**src/hw/rtl/salwc_ram.sv**
```systemverilog
`default_nettype none
// ----------------------------------------------------------------------------
// salwc_ram
// Generic simple dual-port RAM: one write port, one read port, registered read.
// ----------------------------------------------------------------------------
module salwc_ram #(
    parameter int WIDTH = 8,
    parameter int DEPTH = 16
) (
    input  wire logic                                         clk,
    input  wire logic                                         we,
    input  wire logic [((DEPTH > 1) ? $clog2(DEPTH) : 1)-1:0] waddr,
    input  wire logic [WIDTH-1:0]                             wdata,
    input  wire logic                                         re,
    input  wire logic [((DEPTH > 1) ? $clog2(DEPTH) : 1)-1:0] raddr,
    output logic      [WIDTH-1:0]                             rdata
);

    logic [WIDTH-1:0] mem [DEPTH];

    always_ff @(posedge clk)
    begin
        if (we)
        begin
            mem[waddr] <= wdata;
        end
        if (re)
        begin
            rdata <= mem[raddr];
        end
    end

endmodule
`default_nettype wire

```
**config.mk**
```make
export PLATFORM = sky130hd
export DESIGN_NAME = salwc_ram
export DESIGN_NICKNAME = d
export VERILOG_FILES = /design/src/hw/rtl/salwc_ram.sv
export SDC_FILE = /design/constraint.sdc
export NUM_CORES = 1
export LEC_CHECK = 0
export ABC_AREA = 1
export CAP_MARGIN = 15
export CORE_MARGIN = 2
export CORE_UTILIZATION = 45
export CTS_BUF_LIST = sky130_fd_sc_hd__clkbuf_8
export DETAILED_ROUTE_END_ITERATION = 10
export DONT_BUFFER_PORTS = 1
export SYNTH_ARGS = -nofsm -noshare
export SYNTH_HDL_FRONTEND = slang
export SYNTH_SLANG_ARGS = --single-unit
```
**constraint.sdc**
```tcl
create_clock -name clk -period 2.3 [get_ports clk]
set_input_delay 0.23 -clock clk [delete_from_list [all_inputs] [get_ports clk]]
set_output_delay 0.23 -clock clk [all_outputs]
set_load 0.1 [all_outputs]
```
# Word level (Yosys, flattened, before mapping)

Memory sizes are Yosys's and may differ from the RTL's. A register that Yosys moved wholly into a read port is not among the register bits.
Index checks and enable logic that the tools add are counted.

Bits in registers: 0
Bits in latches: 0
RAM bits: 128
Bits in read-only memories: 0
Memories: 1

Add/sub/neg operators: 0
$mul: 0
Divide/modulo/power cells: 0
$lt $le $gt $ge: 0
Equality and inequality tests: 0
Shift operators: 0
Multiplexer cells: 2
Bitwise gates (word level): 0
Reductions and logical operators: 0

Memories:

| memory | depth | width | rd ports | clocked after Yosys merged registers in | wr ports | line | source |
|---|---|---|---|---|---|---|---|
| mem    | 16    | 8     | 1        | 1                                       | 1        | 19   | `logic [WIDTH-1:0] mem [DEPTH];` |

Operators by type and width:

| kind             | number |
|---|---|
| 2-to-1 mux 1 bit | 2 |

# Depth between registers and ports, before layout

Word-level depth: 2
Mapped depth: 8

# Least setup slack after synthesis

Ideal clock, no wire load.

Path type: input to register
From: input waddr[2] (netlist name)
To: memory mem[10][0], enable pin
Library setup time: 0.370 ns
Data arrival time: 0.811 ns
Required time: 1.930 ns
Path slack: 1.119 ns
Cell stages on the path: 2
Path buffers: 0
Path through: nand3b_1 nor2_1

RTL lines:

| element            | line | source |
|---|---|---|
| start: declaration | 12   | `input wire logic [((DEPTH > 1) ? $clog2(DEPTH) : 1)-1:0] waddr,` |
| end: declaration   | 19   |  |

Straight into the memory's write port.

# Worst setup path after layout

From: register rdata[6] (read register of mem)
To: output rdata[6]

RTL lines:

| element            | line | source |
|---|---|---|
| start: declaration | 16   | `output logic [WIDTH-1:0] rdata` |

No word-level cell between the ends.

==> impl_results.md <==
- Die Y: 118.0 µm
- TritonCTS clock tree: built
- Initial antenna violation count: 1
- First-pass GRT wire length: around 21 mm
- Clk sinks: about 140
- Top Ports: 27
- Hold Vio Cnt, Final: 0
- Most common cell after layout, fill and taps aside: nand2_1
- Clock root buffer: clkbuf_8
- Worst Hold Class: primary input to flip-flop
- Core area: 12670 µm²
- Finish-stage setup viols: 0
- Slew @ Worst Pin: approximately 970 ps
- RSZ-0062 raised after global routing: false
- DRC viols: 0
- Via density per instance: ~5.0
- Vias in the first global route: 3616
- Syn Nets: 570
- Cell variety after synth: 11
- Pre-antenna DRT Iters: 5
- Final Net Count: 590
- Final Max Slew Viols: 0
- Die Wd: 118.0 µm
- Average size of a mapped cell: 10.61 µm²
- Worst setup SP type: flip-flop
- Leakage: 2.751 nW
- Placer Congestion: 0.7960
- Post-Syn Instances: 551
- Initial Util: 46.14%
- Clk_lat worst skew: 440 ps
- Vias: ~3800
- Tmin final: 1666 ps
- Die Outline Area: 13920 µm²
- Inserted Clock Buffers: 17
- Pwr per Cell Area: 798.1 nW/µm²
- H-tree depth: 4
- Yosys Warn Count: 0
- Seq cells post-synth: 136
- Grt total ovfl: 0
- GRT Overall Usage: roughly a fifth
- Antenna viol nets, final: 0
- Ant. Diodes: 0
- Max Root-Sink Buffers: 2
- Max FO, Critical Path: 1
- CP Data Required Time: 2070 ps
- Worst setup path category: flip-flop to output pin
- Worst clock skew: between 7 and 8 ps
- Port Buf Inserts: 0
- Slew Limit Headroom: ~36%
- Max Clk Rate: ~600 MHz
- Initial DRC Count: 305
- Area growth syn-to-layout: 11.49%
- Most frequent cells in the layout: nand2_1, edfxtp_1, inv_1
- Largest net degree at the start of global routing: 66
- WL final: 13.08 mm
- Sequential element share of the synthesized area: 69.85%
- Final setup margin: 634.5 ps
- Max-Cap Viols: 0
- Final Power: 5.203 mW
- Worst path arrival time: between 1000 and 1500 ps
- Pre-CTS WS: 822.3 ps
- Share of post-route cells with drive strength above 1: 8.048%
- Final setup TNS: 0 ps
- Num rows: between 40 and 50
- Clk slew on worst S/H paths: roughly 80 ps
- Worst setup EP type: output pin
- Final period utilization: 72.41%
- Post-DR wirelength/cell: 17.30 µm
- Post-CTS Setup Repair Bufs: 0
- Post-DP HPWL: 8.173 mm
- Maximum VDD drop: between 0.2 and 0.3 mV
- Outcome: finished, final reports clean
- Syn Std Cell Area: 5847 µm²
-- report_power, final --
| group | internal, mW | total (mW) | switching [mW] |
|---|---|---|---|
| sequential | 2.79 | 2.84 | 0.0501 |
| combinational | 0.0917 | 0.338 | 0.246 |
| clock | 1.08 | 2.02 | 0.949 |
| total | 3.96 | 5.20 | 1.25 |
-- metal layers --
layer / global-route usage, % / wire length, µm
met2: 29.25 / 5916
met4: 8.509 / 328
met5: 0 / 13
met3: 4.990 / 1019
met1: 28.40 / 5798
-- sequential cells by signal (all words and copies together) (netlist names) --
signal  cells
rdata       8
mem       128
-- final timing paths --
path         depth (start not counted)  endpoint  startpoint  slack, ps
max reg2reg                          6  rdata[6]  mem[10][6]       1130
max                                  0  rdata[6]    rdata[6]        630
min                                  2  rdata[7]    raddr[3]         30
min reg2reg                          6  rdata[4]  mem[14][4]        750
-- final cells by class --
cell class,instances,area (µm²)
fillers,1161,6152
flip-flops and latches,136,4084
multi-input cells,289,1214
inverters,102,382.9
clock buffers,17,234.0
well taps,172,215.2
repair buffers,25,212.7
clock inverters,15,176.4
-- per-stage QoR --
step           instances  cell area, µm²  hold WS [ps]  utilization (%)
2_1_floorplan        551            5847         328.9                -
3_3_place_gp         714            6008         329.8            47.42
3_5_place_dp         714            6008         329.6            47.42
4_1_cts              756            6519         3.143            51.45
5_1_grt              756            6519         7.165            51.45
6_report             756            6519         26.73            51.45
-- kinds of logic after synthesis --
family,after synthesis,share of synthesized area (%)
DFF,136,69.85
buffers and inverters,126,9.394
and+or+nand+nor,289,20.76
-- worst register-to-register path: cells and delay by family, from the launching register on --
kind	cells	cell delay [ps]
flops	1	390
simple gates	6	540
-- cell usage after synthesis --
| cell type | n | area share, % |
|---|---|---|
| inv_2 | 2 | 0.13 |
| inv_1 | 100 | 6.4 |
| nand3_1 | 97 | 8.3 |
| buf_4 | 4 | 0.51 |
| buf_1 | 1 | 0.064 |
| nor2_1 | 17 | 1.1 |
| buf_6 | 6 | 1.2 |
| nand2_1 | 173 | 11 |
| nand3b_1 | 2 | 0.26 |
| edfxtp_1 | 136 | 70 |
| buf_2 | 13 | 1.1 |
-- what timing repair did --
action | in CTS | in global routing
hold buffers | 10 | 0
resized for setup | 0 | 0
endpoints found under the hold margin | 137 | 0
(Power assumes the default switching activity.)
